$ cat src/design/vpd_dot.sv
// ----------------------------------------------------------------------------
// vpd_dot: dot product with matching delay
// Two registered products, a registered sum, then a delay line that lines
// the sum up with the CORDIC lanes.
// ----------------------------------------------------------------------------
module vpd_dot #(
  parameter int DEPTH = 17
) (
  input  logic               clk,
  input  logic               en,
  input  logic signed [15:0] x1_i,
  input  logic signed [15:0] y1_i,
  input  logic signed [15:0] x2_i,
  input  logic signed [15:0] y2_i,
  output logic signed [32:0] dot_o
);
  logic signed [31:0] px_r;
  logic signed [31:0] py_r;
  logic signed [32:0] dly_r [1:DEPTH-1];

  // multiply, then add
  always_ff @(posedge clk) begin
    if (en) begin
      px_r     <= x1_i * x2_i;
      py_r     <= y1_i * y2_i;
      dly_r[1] <= 33'(px_r) + 33'(py_r);
    end
  end

  // hold the sum until the lanes finish
  for (genvar g = 2; g < DEPTH; g++) begin : g_dly
    always_ff @(posedge clk) begin
      if (en) dly_r[g] <= dly_r[g-1];
    end
  end

  assign dot_o = dly_r[DEPTH-1];

endmodule

$ cat config.mk
export PLATFORM = sky130hd
export DESIGN_NAME = vpd_dot
export DESIGN_NICKNAME = d
export VERILOG_FILES = /design/src/design/vpd_dot.sv
export SDC_FILE = /design/constraint.sdc
export NUM_CORES = 2
export LEC_CHECK = 0
export BUFFER_PORTS_ARGS = -buffer_cell sky130_fd_sc_hd__buf_4
export CAP_MARGIN = 0
export CORE_MARGIN = 2
export CORE_UTILIZATION = 42
export DETAILED_ROUTE_END_ITERATION = 6
export HOLD_SLACK_MARGIN = 0.06
export SLEW_MARGIN = 5
export SYNTH_ARGS = -nofsm -noshare
export SYNTH_HDL_FRONTEND = slang
export SYNTH_SLANG_ARGS = --single-unit
$ cat constraint.sdc
create_clock -name clk -period 8.1 [get_ports clk]
set_input_delay 0 -clock clk [delete_from_list [all_inputs] [get_ports clk]]
set_output_delay 0 -clock clk [all_outputs]
set_load 0.03 [all_outputs]
==> metrics.txt <==
Initial Utilization a little over two fifths; Slew @ Worst Pin slightly above 1 ns; Peak Freq about 160 MHz; critical path fanouts, max 16; CP Launch Type input pin; Clock Path Buffers 3; Main synth FF type edfxtp_1; cts bufs inserted between 50 and 60; Detailed Route Iter0 Violations approximately 1200; Final Hold Fails 0; Root Buffer Master clkbuf_16; layout cells sized above 1 under 10%; Die Ht approximately 310 um; DIE WIDTH 310 um; vias in the first global route approximately 22000; Async SR Flop Fraction 0%; Via Count 20980; synthesized cell area 0.0393 sq mm; die area 0.0960 sq mm; Max-Slew Margin vs Limit between 30% and 40%; CP delay by family, top adder cells; number of flops mapped to enable cells by yosys between 500 and 600; max_cap viols 0; grt total ovfl 0; core region area between 0.09 and 0.1 sq mm; DRC viols 0; layer with the highest usage met2; initial antenna violation count 0; Arr. time, crit path between 6 and 7 ns; most used cell, CP fa_1; Synth cell types 59; CTS tree yes; min Tclk post-route just over 6 ns; Avg Vias per Cell approximately 4.8; Yosys reg bits between 500 and 600; critical path type input pin to register; Tcrit/Tclk final between 70% and 80%; crit path cell chain dlygate4sd3_1, buf_4, and2_1, fa_1, fa_1, ha_1, inv_1, fa_1, inv_1, fa_1, inv_1, fa_1, inv_1, ha_1, a2111o_1, o21ai_0, o22ai_1, a31o_2, a2111oi_0, o21bai_1, a21oi_1, xnor2_1; HP Class input pin to register; clk_lat worst skew around 0.6 ns; RSZ-0062 raised after global routing false; Syn Inst Count about 3000; met3 usage around 1.9%; register area share after synthesis between 40% and 50%; GP Congestion slightly above 0.8; grt met2 use 26.5%; setup TNS 0 ns; CTS sink count just under 600; post-CTS resize count 0; Syn Nets about 3800; port bufs slightly below 100; critical path endpoint category register; routed wire length per instance between 15 and 20 um; Largest stage delay, worst path 0.54 ns; Post-Route WL 66.2 mm; Layout Skew 0.0400 ns; Buffers & Inverters on Critical Path 6; largest net degree at the start of global routing 184; Critical Path RT approximately 8.4 ns; Final setup viols 0; # nets final between 3000 and 4000; Std-Cell Rows around 110; number of H-tree levels 2; grt met1 use around 18%; Area growth syn-to-layout 9.71%; status complete, no violations; Avg Cell Area, Syn approximately 13 sq um; max-slew violation count 0; IO Pins 99; register clock-pin slew on the reported worst setup and hold paths around 0.06 ns; gr usage total between 10 and 15%; Post-DRT Antenna Nets 0; Critical-path top delay cell dlygate4sd3_1; HPWL after DPL 49.5 mm; Initial DRT Pass Iterations 6; first-pass GRT wire length 112 mm; yosys warns 0; # diodes 0
## worst register-to-register path, stage by stage, from the launching register on
cell,delay (ns)
edfxtp_1,0.42
ha_1,0.23
inv_1,0.06
fa_1,0.40
nor2b_1,0.16
o31a_1,0.20
nor3_1,0.11
o41ai_4,0.56
a22oi_2,0.13
a211oi_2,0.31
and4_4,0.28
a2111oi_4,0.06
o31a_2,0.35
## state kept, by name, summed over array words and instances (netlist names)
| signal | flops |
|---|---|
| dly_r | 528 |
| px_r | 32 |
| py_r | 32 |
## synthesized netlist by cell type, types with 3 or more instances
cell       count  area share (%)
xor2_1        25            0.56
nor2_1        72            0.69
a21boi_0       3           0.057
a31oi_1        7            0.11
nand3_1       13            0.17
nor4_1         3           0.048
a31o_2         3           0.067
xnor2_1       72             1.6
nand4_1        5           0.080
o21ai_0       40            0.51
a21o_1        33            0.63
nor2b_1        4           0.064
fa_1         525              27
buf_4         33            0.63
and3_1         6           0.096
edfxtp_1     592              45
a211oi_1      12            0.23
o21bai_1      13            0.25
o22ai_1        3           0.048
a21oi_1       74            0.94
a2111oi_0      4           0.089
nand2_1      272             2.6
nand2b_1      23            0.37
inv_1        614             5.9
clkbuf_1      72            0.69
a211o_1        6            0.13
ha_1         196             6.2
and2_1       244             3.9
o211ai_1       4           0.076
o21a_1        11            0.21
nor3_1        20            0.25
## stage by stage
stage | hold WS, ns | util, % | cell area (sq um) | std cells | setup slack (ns)
global route | 0.136 | 46.3 | 43100 | 4395 | 1.75
detailed placement | 0.405 | 44.2 | 41100 | 4287 | 1.71
finish | 0.145 | 46.3 | 43100 | 4395 | 2.03
floorplan | 0.112 | - | 39300 | 3036 | 2.26
global placement | 0.400 | 44.2 | 41100 | 4287 | 1.87
CTS | 0.0958 | 46.3 | 43100 | 4395 | 2.09
## final cells by class
type,count,area (sq um)
flip-flops and latches,592,17800
fillers,8476,49900
well taps,1254,1570
multi-input cells,1725,18700
clock inverters,39,500
repair buffers,111,888
inverters,614,2300
clock buffers,60,1370
## cells in the final DEF, fill, tap and decap left out, drive strengths merged, types with 11 or more instances in the layout
cell type	count
clkinv	21
clkbuf	60
fa	525
xor2	25
and2	244
o21ai	42
nand2b	23
nand2	272
inv	616
buf	102
edfxtp	592
nor2	72
o21bai	13
a211oi	13
a21oi	75
nand3	13
o21a	11
a21o	34
xnor2	72
nor3	20
ha	196
## timing repair
action                    in CTS  in global routing
hold buffers                   9                  0
hold endpoints to repair      87                  0
setup buffers                  0                  0
## worst paths after layout
| kind | start | to | slack [ns] | cells after the start |
|---|---|---|---|---|
| setup reg to reg | py_r[0] | dly_r[0][65] | 4.53 | 12 |
| hold / removal | x1_i[2] | px_r[2] | 0.15 | 4 |
| setup / recovery | y1_i[1] | py_r[30] | 2.03 | 22 |
| hold reg to reg | dly_r[0][122] | dly_r[0][155] | 0.38 | 0 |
## cells by family (layout without fill, tap and decap cells)
group	after synthesis	in the layout	share of synthesized area [%]
buffers and inverters	719	824	7.18
AO/OA/AOI/OAI	237	237	3.99
XOR/XNOR	97	97	2.16
flip-flops	592	592	45.2
AND/OR/NAND/NOR	669	669	8.39
multiplexers	1	1	0.0255
adder cells (fa/ha/maj)	721	721	33.0
## layer usage
metal  up-vias  routed length [um]
li1       9785                   -
met1     10738               27000
met2       342               35200
met3       115                2180
met4         0                1800
met5         -                   0
Power is not shown: default switching activity piles up to over one toggle a cycle in this logic, so the estimate is an artifact.
