**src/design/vpd_pkg.sv**
```systemverilog
// ----------------------------------------------------------------------------
// vpd_pkg: shared types and constants
// Lane result type, CORDIC angle table and conversion constants.
// ----------------------------------------------------------------------------
package vpd_pkg;

  localparam int          COORD_W   = 16;
  localparam int          BAM_W     = 32;
  localparam int          LANE_W    = 34;
  localparam logic [31:0] BAM_HALF  = 32'h8000_0000;
  localparam logic [31:0] GAIN_Q32  = 32'd2608131496;
  localparam logic [23:0] TWO_PI_Q21 = 24'd13176795;
  localparam logic [15:0] DEG_FULL  = 16'd46080;
  localparam logic [16:0] RAD_LIMIT = 17'd51472;
  localparam logic [16:0] DEG_LIMIT = 17'd46080;
  localparam logic [15:0] MAG_MAX   = 16'hFFFF;

  typedef struct packed {
    logic        zero;
    logic [31:0] mag_x;
    logic [31:0] bam;
  } lane_res_t;

  // atan(2^-i) as a binary angle, full circle = 2^32
  function automatic logic [31:0] atan_bam(input int i);
    logic [31:0] t;
    case (i)
      0:  t = 32'd536870912;
      1:  t = 32'd316933406;
      2:  t = 32'd167458907;
      3:  t = 32'd85004756;
      4:  t = 32'd42667331;
      5:  t = 32'd21354465;
      6:  t = 32'd10679838;
      7:  t = 32'd5340245;
      8:  t = 32'd2670163;
      9:  t = 32'd1335087;
      10: t = 32'd667544;
      11: t = 32'd333772;
      12: t = 32'd166886;
      13: t = 32'd83443;
      14: t = 32'd41722;
      15: t = 32'd20861;
      16: t = 32'd10430;
      17: t = 32'd5215;
      18: t = 32'd2608;
      19: t = 32'd1304;
      20: t = 32'd652;
      21: t = 32'd326;
      22: t = 32'd163;
      23: t = 32'd81;
      default: t = 32'd0;
    endcase
    return t;
  endfunction

endpackage

```
**src/design/vpd_lane.sv**
```systemverilog
// ----------------------------------------------------------------------------
// vpd_lane: pipelined vectoring CORDIC lane
// Pre-rotates into the right half plane, then one registered stage per
// micro-rotation; yields unscaled length and binary angle.
// ----------------------------------------------------------------------------
module vpd_lane #(
  parameter int STAGES = 16
) (
  input  logic                clk,
  input  logic                en,
  input  logic signed [15:0]  x_i,
  input  logic signed [15:0]  y_i,
  output vpd_pkg::lane_res_t  res_o
);
  import vpd_pkg::*;

  logic signed [LANE_W-1:0] x_r [0:STAGES];
  logic signed [LANE_W-1:0] y_r [0:STAGES];
  logic [BAM_W-1:0]         z_r [0:STAGES];
  logic                     zero_r [0:STAGES];

  logic signed [LANE_W-1:0] x_ext;
  logic signed [LANE_W-1:0] y_ext;

  // scale coordinates by 2^14
  assign x_ext = {{(LANE_W-COORD_W-14){x_i[15]}}, x_i, 14'b0};
  assign y_ext = {{(LANE_W-COORD_W-14){y_i[15]}}, y_i, 14'b0};

  // rotate by pi when x is negative
  always_ff @(posedge clk) begin
    if (en) begin
      zero_r[0] <= (x_i == '0) && (y_i == '0);
      if (x_i[15]) begin
        x_r[0] <= -x_ext;
        y_r[0] <= -y_ext;
        z_r[0] <= BAM_HALF;
      end else begin
        x_r[0] <= x_ext;
        y_r[0] <= y_ext;
        z_r[0] <= '0;
      end
    end
  end

  // drive y toward zero, one micro-rotation per stage
  for (genvar g = 0; g < STAGES; g++) begin : g_stage
    logic signed [LANE_W-1:0] dx;
    logic signed [LANE_W-1:0] dy;
    assign dx = x_r[g] >>> g;
    assign dy = y_r[g] >>> g;
    always_ff @(posedge clk) begin
      if (en) begin
        zero_r[g+1] <= zero_r[g];
        if (y_r[g][LANE_W-1]) begin
          x_r[g+1] <= x_r[g] - dy;
          y_r[g+1] <= y_r[g] + dx;
          z_r[g+1] <= z_r[g] - atan_bam(g);
        end else begin
          x_r[g+1] <= x_r[g] + dy;
          y_r[g+1] <= y_r[g] - dx;
          z_r[g+1] <= z_r[g] + atan_bam(g);
        end
      end
    end
  end

  assign res_o.zero  = zero_r[STAGES];
  assign res_o.mag_x = x_r[STAGES][31:0];
  assign res_o.bam   = z_r[STAGES];

endmodule

```
**config.mk**
```make
export PLATFORM = sky130hd
export DESIGN_NAME = vpd_lane
export DESIGN_NICKNAME = d
export VERILOG_FILES = /design/src/design/vpd_pkg.sv /design/src/design/vpd_lane.sv
export SDC_FILE = /design/constraint.sdc
export NUM_CORES = 2
export LEC_CHECK = 0
export BUFFER_PORTS_ARGS = -buffer_cell sky130_fd_sc_hd__buf_2
export CELL_PAD_IN_SITES_DETAIL_PLACEMENT = 0
export CELL_PAD_IN_SITES_GLOBAL_PLACEMENT = 1
export CORE_AREA = 3 3 511 513
export DETAILED_ROUTE_END_ITERATION = 12
export DIE_AREA = 0 0 514 516
export GPL_TIMING_DRIVEN = 0
export HOLD_SLACK_MARGIN = 0.05
export PLACE_DENSITY_LB_ADDON = 0.25
export SLEW_MARGIN = 25
export SYNTH_ARGS = -nofsm -noshare
export SYNTH_HDL_FRONTEND = slang
export SYNTH_SLANG_ARGS = --single-unit
```
**constraint.sdc**
```tcl
create_clock -name clk -period 4.7 [get_ports clk]
set_input_delay 0.235 -clock clk [delete_from_list [all_inputs] [get_ports clk]]
set_output_delay 0.235 -clock clk [all_outputs]
set_load 0.1 [all_outputs]
```
==> metrics.cfg <==
[timing]
tightest_slew_ps=1136
fin_crit_sh_pct=100.6
worst_slack_ps=-27.93
hold_viol_final=0
fin_crit_ps=4728
rsz0062_at_grt=yes
finalMaxSlewViolations=0
setup_viol=1
max_freq_mhz=211.5
finalClockSkew_ps=40.41
max-slew-margin-rel_pct=24.13
setup_tns_ps=-27.93

[place]
portBuffers=96
gp_congestion=0.9922
place_area_um2=126200
dp_hpwl_mm=271.9
place_inst=16125

[hold_path]
min_from=x_i[0]
hold-path-cell-count=2
holdPathEnd=x_r[0][14]
min_path_type=in2reg

[clock_network]
clockBufferDepth=3
worstSkewPairLatency_ps=840
clock_sinks=1427
cts_buffers=170
h-tree-depth=4
cts_root_buffer=clkbuf_16
clk_pin_slew_ps=60
tritoncts=done

[floorplan]
fp.dieW_um=514
initial_core_util_pct=46.88
design.die.area_um2=265200
row_count=186
die_h_um=516
io_pins=99
core-area_um2=256700

[setup_path]
rrSetupSlack_ps=-30
crit_path_start_kind=flip-flop
critPathArrivalTime_ps=5290
path_max_fanout=10
rr_worst_depth=19
cp.required_ps=5260
rr_startpoint=y_r[14][33]
worstSetupPathType=reg2reg
r2r-end=x_r[15][31]
end_kind=flip-flop

[synth]
synthesis.nets=14014
synth_area_leaders=edfxtp_1, ha_1, xnor2_1, a21oi_1, xor2_1
ys_warn_count=0
synthArstFlopShare_pct=0
synth_cell_type_count=96
postSynthCellCount=12604
netlist_area_um2=120300
synth_top_area_share_pct=35.61
synth_top_flop_cell=edfxtp_1
synth_edf_count=1427
synth.largest_area_cell=edfxtp_1
postSynthAreaPerCell_um2=9.548
ys_ff_latch=1427
seq_area_frac_synth_pct=35.61

[global_routing]
grt-ovfl-total=0
grt_use_met1_pct=32.71
busiest_layer=met2
use_met3_pct=3.089
grtUsageTotal_pct=24.72
grt_max_degree=58
gr-usage-met2_pct=40.96
grt_pass1_vias=93946
grt_pass1_wl_mm=524.7
grt_antenna_before_repair=6

[route]
first_iter_violations=7002
drt-total-wl_mm=340.8
dr.pass1.iters=6
drc=0
via_count=97392
viasPerCell=5.860
wl_per_cell_um=20.50
antenna_left=0

[final_layout]
fin_util_pct=52.96
n_fill_cell=22946
nets=14509
final_cell_area_um2=135900
drive_gt1_share_pct=8.342
finalNonFillerCells=16621
areaGrowthSynthToFinish_pct=12.96

[run_status]
status=complete, but fails checks
violations=setup timing

[run]
drv_cap=0

-- worst max path at each step --
| stage | start | end | slack (ps) | depth (start not counted) |
|---|---|---|---|---|
| after floorplan | en | x_r[7][30] | 8 | 17 |
| after global placement | en | x_r[8][33] | -6660 | 16 |
| after detailed placement | en | x_r[15][31] | -3000 | 22 |
| after CTS | y_r[14][14] | x_r[15][31] | -60 | 19 |
| after global routing | y_r[14][33] | x_r[15][31] | -140 | 19 |
| final | y_r[14][33] | x_r[15][31] | -30 | 19 |
-- routing by layer --
metal	share of wire (%)	up-vias	wire [um]
met1	44	46327	150900
met3	5.1	594	17450
met4	4.5	0	15190
met5	0	-	0
met2	46	2528	157200
li1	-	47943	-
-- sequential cells by signal, indices dropped and copies added, names as in the netlist --
signal	flops
z_r	440
y_r	463
zero_r	17
x_r	507
-- synth_stat cells (all sizes together) (92+ instances only) --
cell type  instances
and3             111
xnor2           1227
inv              542
nor4              92
a31oi            121
o21a             178
o31ai            119
nor2b            169
o21bai           163
a21oi           1335
edfxtp          1427
clkbuf           206
a21o             549
o21ai            626
nor3             367
or3              104
ha              1340
xor2             576
nand2b           190
nand3            238
nand2            669
nor2            1010
a211oi           158
-- final cells by class --
cell class                      count  area [um^2]  area share [%]
Multi-Input combinational cell  10390        76790           56.49
Sequential cell                  1427        42850           31.52
Clock buffer                      191         4375           3.219
Tap cell                         3384         4234           3.115
Timing Repair Buffer              341         3124           2.298
Inverter                          547         2064           1.519
Clock inverter                    117         1301          0.9572
Buffer                            222         1194          0.8781
Antenna cell                        2        5.005        0.003682
-- timing repair --
item / CTS / global route
gates resized for setup: 303 / 301
endpoints found under the setup margin: 620 / 186
hold buffers: 57 / 0
pin swaps: 24 / 71
hold endpoints to repair: 58 / 0
setup buffers: 47 / 99
gates cloned: 0 / 0
-- cells by family (layout without fill, tap and decap cells) --
kind of cell,count (synthesis),count (layout),share of synthesized area [%]
AOI/OAI and AO/OA,3847,3847,20.43
and+or+nand+nor,3298,3298,13.30
xor gates and xnor gates,1803,1803,13.12
DFF,1427,1427,35.61
adders and majority gates,1376,1376,14.53
buffers and inverters,787,1418,2.464
muxes,65,65,0.5469
other,1,3,0.003116
-- cell usage in the layout (no fill, tap or decap), types with 99 or more instances in the layout --
cell type,netlist,final
clkbuf_1,206,129
nor2_1,1010,986
nor2b_1,169,163
xnor2_1,1227,1222
or3_1,104,99
buf_4,2,154
nand2b_1,190,183
inv_1,537,534
a211oi_1,157,136
nor3_1,366,330
clkbuf_16,0,173
xor2_1,576,573
o21ai_0,622,583
nand2_1,669,664
a21o_1,549,549
nand3_1,238,234
buf_2,3,105
edfxtp_1,1427,1427
and3_1,111,108
o21bai_1,163,161
a31oi_1,121,109
a21oi_1,1333,1303
ha_1,1340,1330
o21a_1,178,177
-- critical path, stage by stage, from the launching register on --
cell and delay, ps:
edfxtp_1 480, nand2b_1 190, clkbuf_2 150, buf_12 190, inv_1 80, clkbuf_4 270
buf_4 260, nor2_1 80, xnor2_1 200, ha_1 340, a21o_1 220, a21oi_2 230
o311ai_4 180, a31oi_4 360, o31ai_4 140, a2111oi_4 360, o211ai_1 190, a31o_2 260
a21oi_1 170, xnor2_1 90
-- metrics by stage --
step                setup WS [ps]  hold WS (ps)
floorplan                   7.663         333.9
global placement            -6655         402.3
detailed placement          -3001         404.5
CTS                        -58.30         112.9
global route               -136.6         153.5
finish                     -27.93         191.4
Power is not shown: default switching activity piles up to over one toggle a cycle in this logic, so the estimate is an artifact.
